`src/utf8v_pkg.sv`:
```
package utf8v_pkg;

	typedef enum logic [2:0] {
		V_OK       = 3'd0,
		V_BAD_UTF8 = 3'd1,
		V_TOO_LONG = 3'd2,
		V_BAD_CHAR = 3'd3,
		V_EMPTY    = 3'd4
	} verdict_t;

	typedef enum logic {
		MODE_HOSTNAME = 1'b0,
		MODE_PASSWORD = 1'b1
	} mode_t;

	localparam logic       REG_MODE      = 1'b0;
	localparam logic       REG_MAX_CHARS = 1'b1;
	localparam logic [7:0] MAX_CHARS_RST = 8'd63;

	localparam logic [30:0] CP_PRINT_LO = 31'h20;
	localparam logic [30:0] CP_PRINT_HI = 31'h7E;
	localparam logic [30:0] CP_DIGIT_LO = 31'h30;
	localparam logic [30:0] CP_DIGIT_HI = 31'h39;
	localparam logic [30:0] CP_UPPER_LO = 31'h41;
	localparam logic [30:0] CP_UPPER_HI = 31'h5A;
	localparam logic [30:0] CP_LOWER_LO = 31'h61;
	localparam logic [30:0] CP_LOWER_HI = 31'h7A;
	localparam logic [30:0] CP_USCORE   = 31'h5F;
	localparam logic [30:0] CP_CJK_LO   = 31'h4E00;
	localparam logic [30:0] CP_CJK_HI   = 31'h9FA5;

	typedef struct packed {
		logic [2:0]  pend;
		logic [30:0] acc;
		logic [8:0]  cnt;
		verdict_t    err;
		logic        seen;
	} utf8v_state_t;

	function automatic logic char_ok(input logic [30:0] cp, input mode_t mode);
		logic ok;
		if (mode == MODE_PASSWORD) begin
			ok = (cp >= CP_PRINT_LO) && (cp <= CP_PRINT_HI);
		end else begin
			ok = ((cp >= CP_DIGIT_LO) && (cp <= CP_DIGIT_HI)) ||
			     ((cp >= CP_UPPER_LO) && (cp <= CP_UPPER_HI)) ||
			     ((cp >= CP_LOWER_LO) && (cp <= CP_LOWER_HI)) ||
			     (cp == CP_USCORE) ||
			     ((cp >= CP_CJK_LO) && (cp <= CP_CJK_HI));
		end
		return ok;
	endfunction

endpackage

```
`src/utf8v_step.sv`:
```
module utf8v_step import utf8v_pkg::*; (
	input  utf8v_state_t cur,
	input  logic [7:0]   data_byte,
	input  logic         has_byte,
	input  logic         last,
	input  mode_t        mode,
	input  logic [7:0]   max_chars,
	output utf8v_state_t nxt,
	output verdict_t     verdict,
	output logic [8:0]   char_count
);

	always_comb begin
		utf8v_state_t s;
		logic         fin;
		s   = cur;
		fin = 1'b0;
		if (has_byte) begin
			s.seen = 1'b1;
			if (cur.err == V_OK) begin
				if (cur.pend != 3'd0) begin
					if (data_byte[7:6] != 2'b10) begin
						s.err = V_BAD_UTF8;
					end else begin
						s.acc  = {cur.acc[24:0], data_byte[5:0]};
						s.pend = cur.pend - 3'd1;
						fin    = (cur.pend == 3'd1);
					end
				end else begin
					priority if (data_byte[7] == 1'b0) begin
						s.acc = {23'd0, data_byte};
						fin   = 1'b1;
					end else if (data_byte[7:5] == 3'b110) begin
						s.pend = 3'd1;
						s.acc  = {26'd0, data_byte[4:0]};
					end else if (data_byte[7:4] == 4'b1110) begin
						s.pend = 3'd2;
						s.acc  = {27'd0, data_byte[3:0]};
					end else if (data_byte[7:3] == 5'b11110) begin
						s.pend = 3'd3;
						s.acc  = {28'd0, data_byte[2:0]};
					end else if (data_byte[7:2] == 6'b111110) begin
						s.pend = 3'd4;
						s.acc  = {29'd0, data_byte[1:0]};
					end else if (data_byte[7:1] == 7'b1111110) begin
						s.pend = 3'd5;
						s.acc  = {30'd0, data_byte[0]};
					end else begin
						s.err = V_BAD_UTF8;
					end
				end
			end
		end
		if (fin) begin
			if (s.cnt <= {1'b0, max_chars}) begin
				s.cnt = s.cnt + 9'd1;
			end
			if (s.cnt > {1'b0, max_chars}) begin
				s.err = V_TOO_LONG;
			end else if (!char_ok(s.acc, mode)) begin
				s.err = V_BAD_CHAR;
			end
		end

		verdict    = s.err;
		char_count = s.cnt;
		nxt        = s;
		if (last) begin
			if (s.err == V_OK) begin
				if (!s.seen) begin
					verdict = V_EMPTY;
				end else if (s.pend != 3'd0) begin
					verdict = V_BAD_UTF8;
				end
			end
			nxt.pend = 3'd0;
			nxt.acc  = 31'd0;
			nxt.cnt  = 9'd0;
			nxt.err  = V_OK;
			nxt.seen = 1'b0;
		end
	end

endmodule

```
`src/utf8_text_field_validator_unit.sv`:
```
// Validates a UTF-8 text field streamed one byte per beat. Bytes are decoded as original
// UTF-8 (sequences of 1 to 6 bytes, no overlong check), each character is counted and
// checked against the class set by mode (hostname set or printable ASCII), and the first
// error is kept. The beat marked last yields one result beat with the verdict and the
// saturating character count; other beats yield nothing. One beat is taken every cycle
// while the input does not stall: the decode step is combinational logic between the
// input register and the result register, and input stalls only while a result waits
// at the output untaken and another last beat is ready behind it in the input register.
// Register writes (index 0 mode, index 1 max_chars) are meant for idle periods.
module utf8_text_field_validator_unit import utf8v_pkg::*; (
	input  logic       clk,
	input  logic       arst_n,
	input  logic       cfg_we,
	input  logic       cfg_index,
	input  logic [7:0] cfg_data,
	input  logic       in_valid,
	output logic       in_ready,
	input  logic [7:0] data_byte,
	input  logic       has_byte,
	input  logic       last,
	output logic       out_valid,
	input  logic       out_ready,
	output logic [2:0] verdict,
	output logic [8:0] char_count
);

	mode_t        mode_q;
	logic [7:0]   max_chars_q;
	logic         valid_s1;
	logic [7:0]   data_s1;
	logic         has_s1;
	logic         last_s1;
	utf8v_state_t st_q;
	utf8v_state_t st_nxt;
	verdict_t     verdict_nxt;
	logic [8:0]   count_nxt;
	logic         out_valid_q;
	verdict_t     verdict_q;
	logic [8:0]   char_count_q;
	logic         adv;

	assign adv      = valid_s1 && (!last_s1 || !out_valid_q || out_ready);
	assign in_ready = !valid_s1 || adv;

	always_ff @(posedge clk or negedge arst_n) begin
		if (!arst_n) begin
			mode_q      <= MODE_HOSTNAME;
			max_chars_q <= MAX_CHARS_RST;
		end else if (cfg_we) begin
			unique case (cfg_index)
				REG_MODE:      mode_q      <= mode_t'(cfg_data[0]);
				REG_MAX_CHARS: max_chars_q <= cfg_data;
				default:       ;
			endcase
		end
	end

	always_ff @(posedge clk or negedge arst_n) begin
		if (!arst_n) begin
			valid_s1 <= 1'b0;
		end else if (in_ready) begin
			valid_s1 <= in_valid;
		end
	end

	always_ff @(posedge clk) begin
		if (in_ready && in_valid) begin
			data_s1 <= data_byte;
			has_s1  <= has_byte;
			last_s1 <= last;
		end
	end

	utf8v_step u_step (
		.cur        (st_q),
		.data_byte  (data_s1),
		.has_byte   (has_s1),
		.last       (last_s1),
		.mode       (mode_q),
		.max_chars  (max_chars_q),
		.nxt        (st_nxt),
		.verdict    (verdict_nxt),
		.char_count (count_nxt)
	);

	always_ff @(posedge clk or negedge arst_n) begin
		if (!arst_n) begin
			st_q.pend <= 3'd0;
			st_q.acc  <= 31'd0;
			st_q.cnt  <= 9'd0;
			st_q.err  <= V_OK;
			st_q.seen <= 1'b0;
		end else if (adv) begin
			st_q <= st_nxt;
		end
	end

	always_ff @(posedge clk or negedge arst_n) begin
		if (!arst_n) begin
			out_valid_q <= 1'b0;
		end else if (adv && last_s1) begin
			out_valid_q <= 1'b1;
		end else if (out_ready) begin
			out_valid_q <= 1'b0;
		end
	end

	always_ff @(posedge clk) begin
		if (adv && last_s1) begin
			verdict_q    <= verdict_nxt;
			char_count_q <= count_nxt;
		end
	end

	assign out_valid  = out_valid_q;
	assign verdict    = verdict_q;
	assign char_count = char_count_q;

	// empty is only ever reported, never held across beats
	a_no_empty_latched: assert property (@(posedge clk) disable iff (!arst_n)
		st_q.err != V_EMPTY)
		else $error("empty verdict latched in string state");

	a_ok_has_chars: assert property (@(posedge clk) disable iff (!arst_n)
		(out_valid_q && verdict_q == V_OK) |-> (char_count_q != 9'd0))
		else $error("ok verdict with no characters");

	a_empty_zero: assert property (@(posedge clk) disable iff (!arst_n)
		(out_valid_q && verdict_q == V_EMPTY) |-> (char_count_q == 9'd0))
		else $error("empty verdict with nonzero count");

	a_count_needs_byte: assert property (@(posedge clk) disable iff (!arst_n)
		(st_q.cnt != 9'd0) |-> st_q.seen)
		else $error("characters counted without a byte");

	a_state_clears: assert property (@(posedge clk) disable iff (!arst_n)
		(adv && last_s1) |=> (st_q.cnt == 9'd0 && !st_q.seen && st_q.pend == 3'd0))
		else $error("string state not cleared after last beat");

endmodule
```
`config.mk`:
```
export PLATFORM = sky130hd
export DESIGN_NAME = utf8_text_field_validator_unit
export DESIGN_NICKNAME = d
export VERILOG_FILES = /design/src/utf8v_pkg.sv /design/src/utf8v_step.sv /design/src/utf8_text_field_validator_unit.sv
export SDC_FILE = /design/constraint.sdc
export NUM_CORES = 1
export LEC_CHECK = 0
export ABC_AREA = 1
export BUFFER_PORTS_ARGS = -buffer_cell sky130_fd_sc_hd__buf_4
export CORE_MARGIN = 2
export CORE_UTILIZATION = 59
export CTS_CLUSTER_SIZE = 25
export DETAILED_ROUTE_END_ITERATION = 10
export PLACE_DENSITY_LB_ADDON = 0.08
export SYNTH_ARGS = -nofsm -noshare
export SYNTH_HDL_FRONTEND = slang
export SYNTH_SLANG_ARGS = --single-unit
```
`constraint.sdc`:
```
create_clock -name clk -period 10.3 [get_ports clk]
set_clock_uncertainty 0.2 [all_clocks]
set_input_delay 1.03 -clock clk [delete_from_list [all_inputs] [get_ports clk]]
set_output_delay 1.03 -clock clk [all_outputs]
set_load 0.05 [all_outputs]
```
## Word level (Yosys, flattened, before mapping)

Cells that the tools add are included.

- Flip-flop bits (word level): 80
- Bits in latches: 0
- RAM bits: 0
- Memory bits (read-only): 0
- Bits of input ports: 24
- Output and inout port bits: 14
- Word-level logic and storage cells: 103
- Memories: 0

- $add $sub $neg: 2
- Multipliers: 0
- Divide/modulo/power cells: 0
- Order comparisons: 12
- Equality and inequality tests: 8
- Shift operators: 0
- Muxes and demuxes: 41
- Bitwise gates (word level): 1
- Reduce and logical (&&, ||, !) cells: 25

Operator list:

| cell | count |
|---|---|
| 34-bit two-way mux | 9 |
| 31-bit by 7-bit less-or-equal comparator with 1-bit output, second input constant | 3 |
| 31-bit by 6-bit >= comparator with 1-bit output, second input constant | 2 |
| 31-bit by 7-bit >= comparator with 1-bit output, second input constant | 2 |
| 3-bit two-way mux | 16 |
| 47-bit two-way mux | 1 |
| 31-bit by 7-bit equality test with 1-bit output, second input constant | 1 |
| 31-bit by 15-bit >= comparator with 1-bit output, second input constant | 1 |
| 31-bit by 16-bit less-or-equal comparator with 1-bit output, second input constant | 1 |
| 31-bit by 6-bit less-or-equal comparator with 1-bit output, second input constant | 1 |
| 31-bit two-way mux | 1 |
| 9-bit two-way mux | 2 |
| 12-bit two-way mux | 1 |
| 1-bit two-way mux | 10 |
| 9-bit by 1-bit adder with 9-bit output, second input constant | 1 |
| 9-bit by 8-bit > comparator with 1-bit output | 1 |
| 9-bit by 8-bit less-or-equal comparator with 1-bit output | 1 |
| 1-bit logical AND | 8 |
| 7-bit equality test, second input constant | 1 |
| 1-bit logical OR | 7 |
| 6-bit equality test, second input constant | 1 |
| 3-bit logical NOT | 2 |
| 3-bit nonzero test | 2 |
| 5-bit equality test, second input constant | 1 |
| 10 further kinds | 13 |

## Depth between registers and ports, before layout

- Word-level depth: 26
- Depth in mapped cells: 29

## Cells and area by module

From an unflattened synthesis, not the netlist that was laid out.

- Cells, all modules: 836
- Area total of the unflattened synthesis: 5642.9 µm²

By module, submodules not included:

| module | times used | cells an instance | area each (µm²) | sequential area each (µm²) |
|---|---|---|---|---|
| utf8_text_field_validator_unit | 1 | 279 | 2994.1 | 2119.5 |
| utf8v_step | 1 | 557 | 2648.8 | 0.0 |

## Least setup slack after synthesis

Ideal clock, no wire load.

- Path type: register -> register
- Start: register max_chars_q[4]
- End: register verdict_q[0], in the netlist verdict[0], data pin
- Setup time: 253 ps
- Arrival time: 2979 ps
- Required time: 9847 ps
- Setup slack: 6868 ps
- Cell stages (with the launch flop): 24
- Period minus slack after synthesis: 3432 ps
- Path through: dfstp_2 > inv_1 > ha_1 > a21oi_1 > o21ai_0 > nand2_1 > o2111ai_1 > nand2_1 > clkbuf_1 > inv_1 > o21ai_0 > inv_1 > ha_1 > nand2_1 > nor3_1 > o21ai_0 > nand2_1 > a21oi_1 > o21ai_0 > nand2_1 > nand3_2 > nor2_1 > nand2_1 > nand2_1

- Cells in the longest elaborated chain, start to end: 10
- Elaborated cells between the ends (all ways): 11
- Classes of those cells: order compare (2); mux (8); reduce/logical (1)

RTL lines:

| item | line | source |
|---|---|---|
| from (decl) | utf8_text_field_validator_unit.sv:28 | `logic [7:0] max_chars_q;` |
| from (signal assigned) | utf8_text_field_validator_unit.sv:52 | `REG_MAX_CHARS: max_chars_q <= cfg_data;` |
| 9-bit by 8-bit less-or-equal comparator with 1-bit output | utf8v_step.sv:55 | `if (s.cnt <= {1'b0, max_chars}) begin` |
| 9-bit two-way mux | utf8v_step.sv:55 |  |
| 9-bit two-way mux | utf8v_step.sv:54 | `if (fin) begin` |
| 9-bit by 8-bit > comparator with 1-bit output * | utf8v_step.sv:58 | `if (s.cnt > {1'b0, max_chars}) begin` |
| 3-bit two-way mux * | utf8v_step.sv:58 |  |
| 12-bit two-way mux * | utf8v_step.sv:54 |  |
| 3-bit two-way mux | utf8v_step.sv:72 | `end else if (s.pend != 3'd0) begin` |
| 3-bit two-way mux | utf8v_step.sv:70 | `if (!s.seen) begin` |
| 3-bit two-way mux | utf8v_step.sv:69 | `if (s.err == V_OK) begin` |
| 3-bit two-way mux * | utf8v_step.sv:68 | `if (last) begin` |
| via u_step.verdict[0] | utf8v_step.sv:9 | `output verdict_t verdict,` |
| to (signal assigned) | utf8_text_field_validator_unit.sv:110 | `verdict_q <= verdict_nxt;` |
| to (decl) | utf8_text_field_validator_unit.sv:38 | `verdict_t verdict_q;` |

Mark *: on every way through the listed nets, which the timed path passes. The rest lies on a longest branch. The select of a mux whose other input is x is not followed.
A chain may end at the register's enable or synchronous reset.

## Worst setup path after layout

- Start: register st_q[44] (netlist bit)
- End: register verdict_q[0], in the netlist verdict[0], data pin

- Cells in the longest elaborated chain, start to end: 20
- Elaborated cells between the ends (all ways): 52
- Classes of those cells: add/sub (1); order compare (10); eq/ne (2); mux (27); reduce/logical (12)

RTL lines:

| item | line | source |
|---|---|---|
| from (decl) | utf8_text_field_validator_unit.sv:33 | `utf8v_state_t st_q;` |
| from (signal assigned) | utf8_text_field_validator_unit.sv:94 | `st_q <= st_nxt;` |
| 3-bit nonzero test | utf8v_step.sv:21 | `if (cur.pend != 3'd0) begin` |
| 34-bit two-way mux | utf8v_step.sv:21 |  |
| 34-bit two-way mux | utf8v_step.sv:20 | `if (cur.err == V_OK) begin` |
| 34-bit two-way mux | utf8v_step.sv:18 | `if (has_byte) begin` |
| 31-bit by 6-bit >= comparator with 1-bit output (tied with other cells) | utf8v_pkg.sv:45 | `ok = ((cp >= CP_DIGIT_LO) && (cp <= CP_DIGIT_HI)) \|\|` |
| 1-bit logical AND (on tied branches) | utf8v_pkg.sv:45, utf8v_pkg.sv:46 |  |
| 1-bit logical OR | utf8v_pkg.sv:45 |  |
| 1-bit logical OR | utf8v_pkg.sv:46 | `((cp >= CP_UPPER_LO) && (cp <= CP_UPPER_HI)) \|\|` |
| (+5 left out) | -- |  |
| 3-bit two-way mux | utf8v_step.sv:60 | `end else if (!char_ok(s.acc, mode)) begin` |
| 3-bit two-way mux | utf8v_step.sv:58 |  |
| 12-bit two-way mux | utf8v_step.sv:54 |  |
| 3-bit two-way mux | utf8v_step.sv:72 |  |
| 3-bit two-way mux | utf8v_step.sv:70 |  |
| 3-bit two-way mux | utf8v_step.sv:69 |  |
| 3-bit two-way mux * | utf8v_step.sv:68 |  |
| via u_step.verdict[0] | utf8v_step.sv:9 |  |

Marked as above.

==> results.toml <==
[sta]
fmax_ghz = 0.218
rsz0062_at_grt = "false"
setup_tns_ns = 0
tightestPinTransition_ns = 1.11
fin_ws_ns = 5.71
drv_slew = 0
hold_viol_final = 0
fin_crit_sh_pct = 44.5
timing.hold.ws_ns = 0.305
fin_crit_ns = 4.59
setup_viol = 0
slew_headroom_pct = 25.4

[logic_synthesis]
ys_top_cells_by_area = "dfrtp_1, nand2_1, edfxtp_1, inv_1, nor2_1"
seq_area_frac_synth_pct = 39.9
synth_seq_cells = 80
synth_cell_types = 41
yosys.area.top_type = "dfrtp_1"
synth_top_area_share_pct = 24.5
synth.avg_cell_area_um2 = 7.22
synth_edf_count = 22
netlist_instances = 736
synth_area_um2 = 5310
yosysWarningCount = 0
async_flop_share_pct = 72.5
synth_ff_type = "dfrtp_1"
postSynthNetCount = 780

[pwr]
power_density_nw_per_um2 = 178
netSwitchingPower_uw = 413
ir_worst_vdd_v = 0.000131
power_frac_comb_pct = 36.6
p_leak_uw = 0.00292
clockPowerShare_pct = 26.3
swShare_pct = 39.6
internal-power_uw = 630
seq_power_share_pct = 37.1

[final_layout]
final_core_util_pct = 67.3
area_delta_synth_final_pct = 10.5
layout-drive-gt1-share_pct = 12.2
diodes = 0
nNetsFinal = 809

[floorplanning]
start_util_pct = 60.9
pin_count = 38
die_height_um = 98.9
dieWidth_um = 98.9
num_rows = 34
fp.dieArea_um2 = 9780
core-area_um2 = 8720

[critical_path]
start_kind = "flop"
arrival_ns = 4.51
worst_r2r_endpoint = "verdict[0]"
setup.worst_path.end_class = "flop"
crit_type = "reg -> reg"
r2r-start = "st_q[44]"
r2r_slack_ns = 5.71
rr_worst_depth = 23
crit_end = "verdict[0]"
cp-startpoint = "st_q[44]"
cp_max_fo = 29
required_ns = 10.22

[detailed_routing]
wl_per_cell_um = 15.2
vias = 5032
drtAntennaViolNets = 0
drtIter0Drc = 457
drc = 0
firstDrtPassIters = 5
via_per_inst = 5.73
routed_wl_mm = 13.4

[status]
run_status = "finished, final reports clean"

[clocking]
clk_pin_slew_ns = 0.09
root_buffer = "clkbuf_8"
clk_latency_ns = 0.36
ctsHoldBuffers = 0
cts_buffer_depth = 2
cts_htree_levels = 3
cts_tree = "done"
cts_inserted_buffers = 9
cts_resized = 0
postCtsSetupBuffers = 0
cts_sinks = 80

[placement]
hpwl_mm = 9.99
pre_cts_ws_ns = 5.84
io_buffers = 37
place_congestion = 0.937

[grt]
grt_pass1_wl_mm = 22.6
grtUsageTotal_pct = 28.5
antenna_found_initial = 0
grt_pass1_vias = 4841
gr-total-overflow = 0
grt_max_degree = 59

[worst_hold_path]
hp-class = "reg -> reg"

[run]
cap_violations = 0
-- area by class of cell --
class                           instances  area, um2
Tap cell                              108        135
Sequential cell                        80       2120
Clock buffer                           11        153
Clock inverter                          5       86.3
Multi-Input combinational cell        520       2660
Fill cell                             738       2850
Inverter                              115        432
Timing Repair Buffer                   39        293
-- how the worst min path moves through the flow --
stage	to	startpoint	slack (ns)	cells after the start
2_1_floorplan	st_q[39]	st_q[39]	0.25	2
3_3_place_gp	st_q[39]	st_q[39]	0.27	2
3_5_place_dp	st_q[39]	st_q[39]	0.30	2
4_1_cts	st_q[39]	st_q[39]	0.32	2
5_1_grt	st_q[40]	st_q[40]	0.34	2
6_report	st_q[39]	st_q[39]	0.30	2
-- power by group through the flow --
stage	clock [uW]	combinational, uW	sequential [uW]
finish	274	382	387
global route	291	426	390
CTS	277	375	386
detailed placement	0	373	392
global placement	0	366	392
floorplan	0	268	407
-- routing by layer --
layer / GRT usage (%) / vias up / wire length (um)
met5: 0 / - / 0
li1: - / 2480 / -
met4: 9.80 / 0 / 229
met2: 48.1 / 201 / 6530
met3: 3.55 / 28 / 780
met1: 38.0 / 2323 / 5810
-- critical path, cell delays in order (launching register included) --
cell	delay, ns
dfrtp_1	0.43
inv_1	0.12
ha_1	0.17
ha_1	0.39
inv_1	0.32
nand2_2	0.17
nand2_1	0.13
inv_2	0.11
nand2_2	0.40
a21oi_1	0.36
nand2_1	0.14
nor2_1	0.11
nand2_1	0.09
nor2_4	0.21
inv_2	0.08
or2_0	0.20
nand2_1	0.09
nand4_1	0.10
nand2_1	0.15
nand2_2	0.10
nand3_2	0.12
nor2_1	0.05
nand2_1	0.05
nand2_1	0.04
-- logic make-up (layout without fill, tap and decap cells) --
family | count (synthesis) | in the layout | synth area share (%)
buffers and inverters | 136 | 170 | 10.3
DFF | 80 | 80 | 39.9
AOI/OAI and AO/OA | 145 | 145 | 16.2
adders and majority gates | 20 | 20 | 4.71
xor gates and xnor gates | 6 | 6 | 0.989
and+or+nand+nor | 349 | 349 | 27.9
-- Yosys cell counts, types with 3 or more instances --
cell,count
buf_2,4
dfstp_2,6
inv_2,7
o22ai_1,30
xor2_1,6
o21ai_0,51
o211ai_1,8
a21oi_1,33
nor2_1,88
nand4_1,12
inv_1,106
clkbuf_1,13
ha_1,20
dfrtp_1,52
nor2_4,3
nor3_1,10
buf_6,4
nand2_1,185
nand2_2,9
nand3_1,32
edfxtp_1,22
o21ai_1,4
a21oi_2,5
a31oi_1,3
-- cell usage in the layout (no fill, tap or decap), drive strengths merged --
cell type,n
clkinv,4
nand3b,2
nand3,34
o211ai,9
edfxtp,22
o31ai,1
o21bai,1
nand2,194
a21oi,40
buf,39
nor3,11
a22o,2
a211oi,1
nor4,1
bufinv,2
o32ai,2
xor2,6
dfrtp,52
dfstp,6
a31oi,3
o22ai,30
o21ai,55
inv,114
clkbuf,11
or2,2
nand4,12
o2111ai,1
nor2,93
ha,20
-- sequential cells by signal, indices dropped and copies added (netlist names) --
register / cells
verdict: 3
last_s1: 1
max_chars_q: 8
out_valid: 1
mode_q: 1
st_q: 47
has_s1: 1
char_count: 9
valid_s1: 1
data_s1: 8
-- stage by stage --
step	total power (uW)	cells	cell area (um2)
global route	1110	878	5870
CTS	1040	878	5870
global placement	758	862	5630
finish	1040	878	5870
detailed placement	765	862	5630
floorplan	674	736	5310
Power figures use the tool's default switching activity.
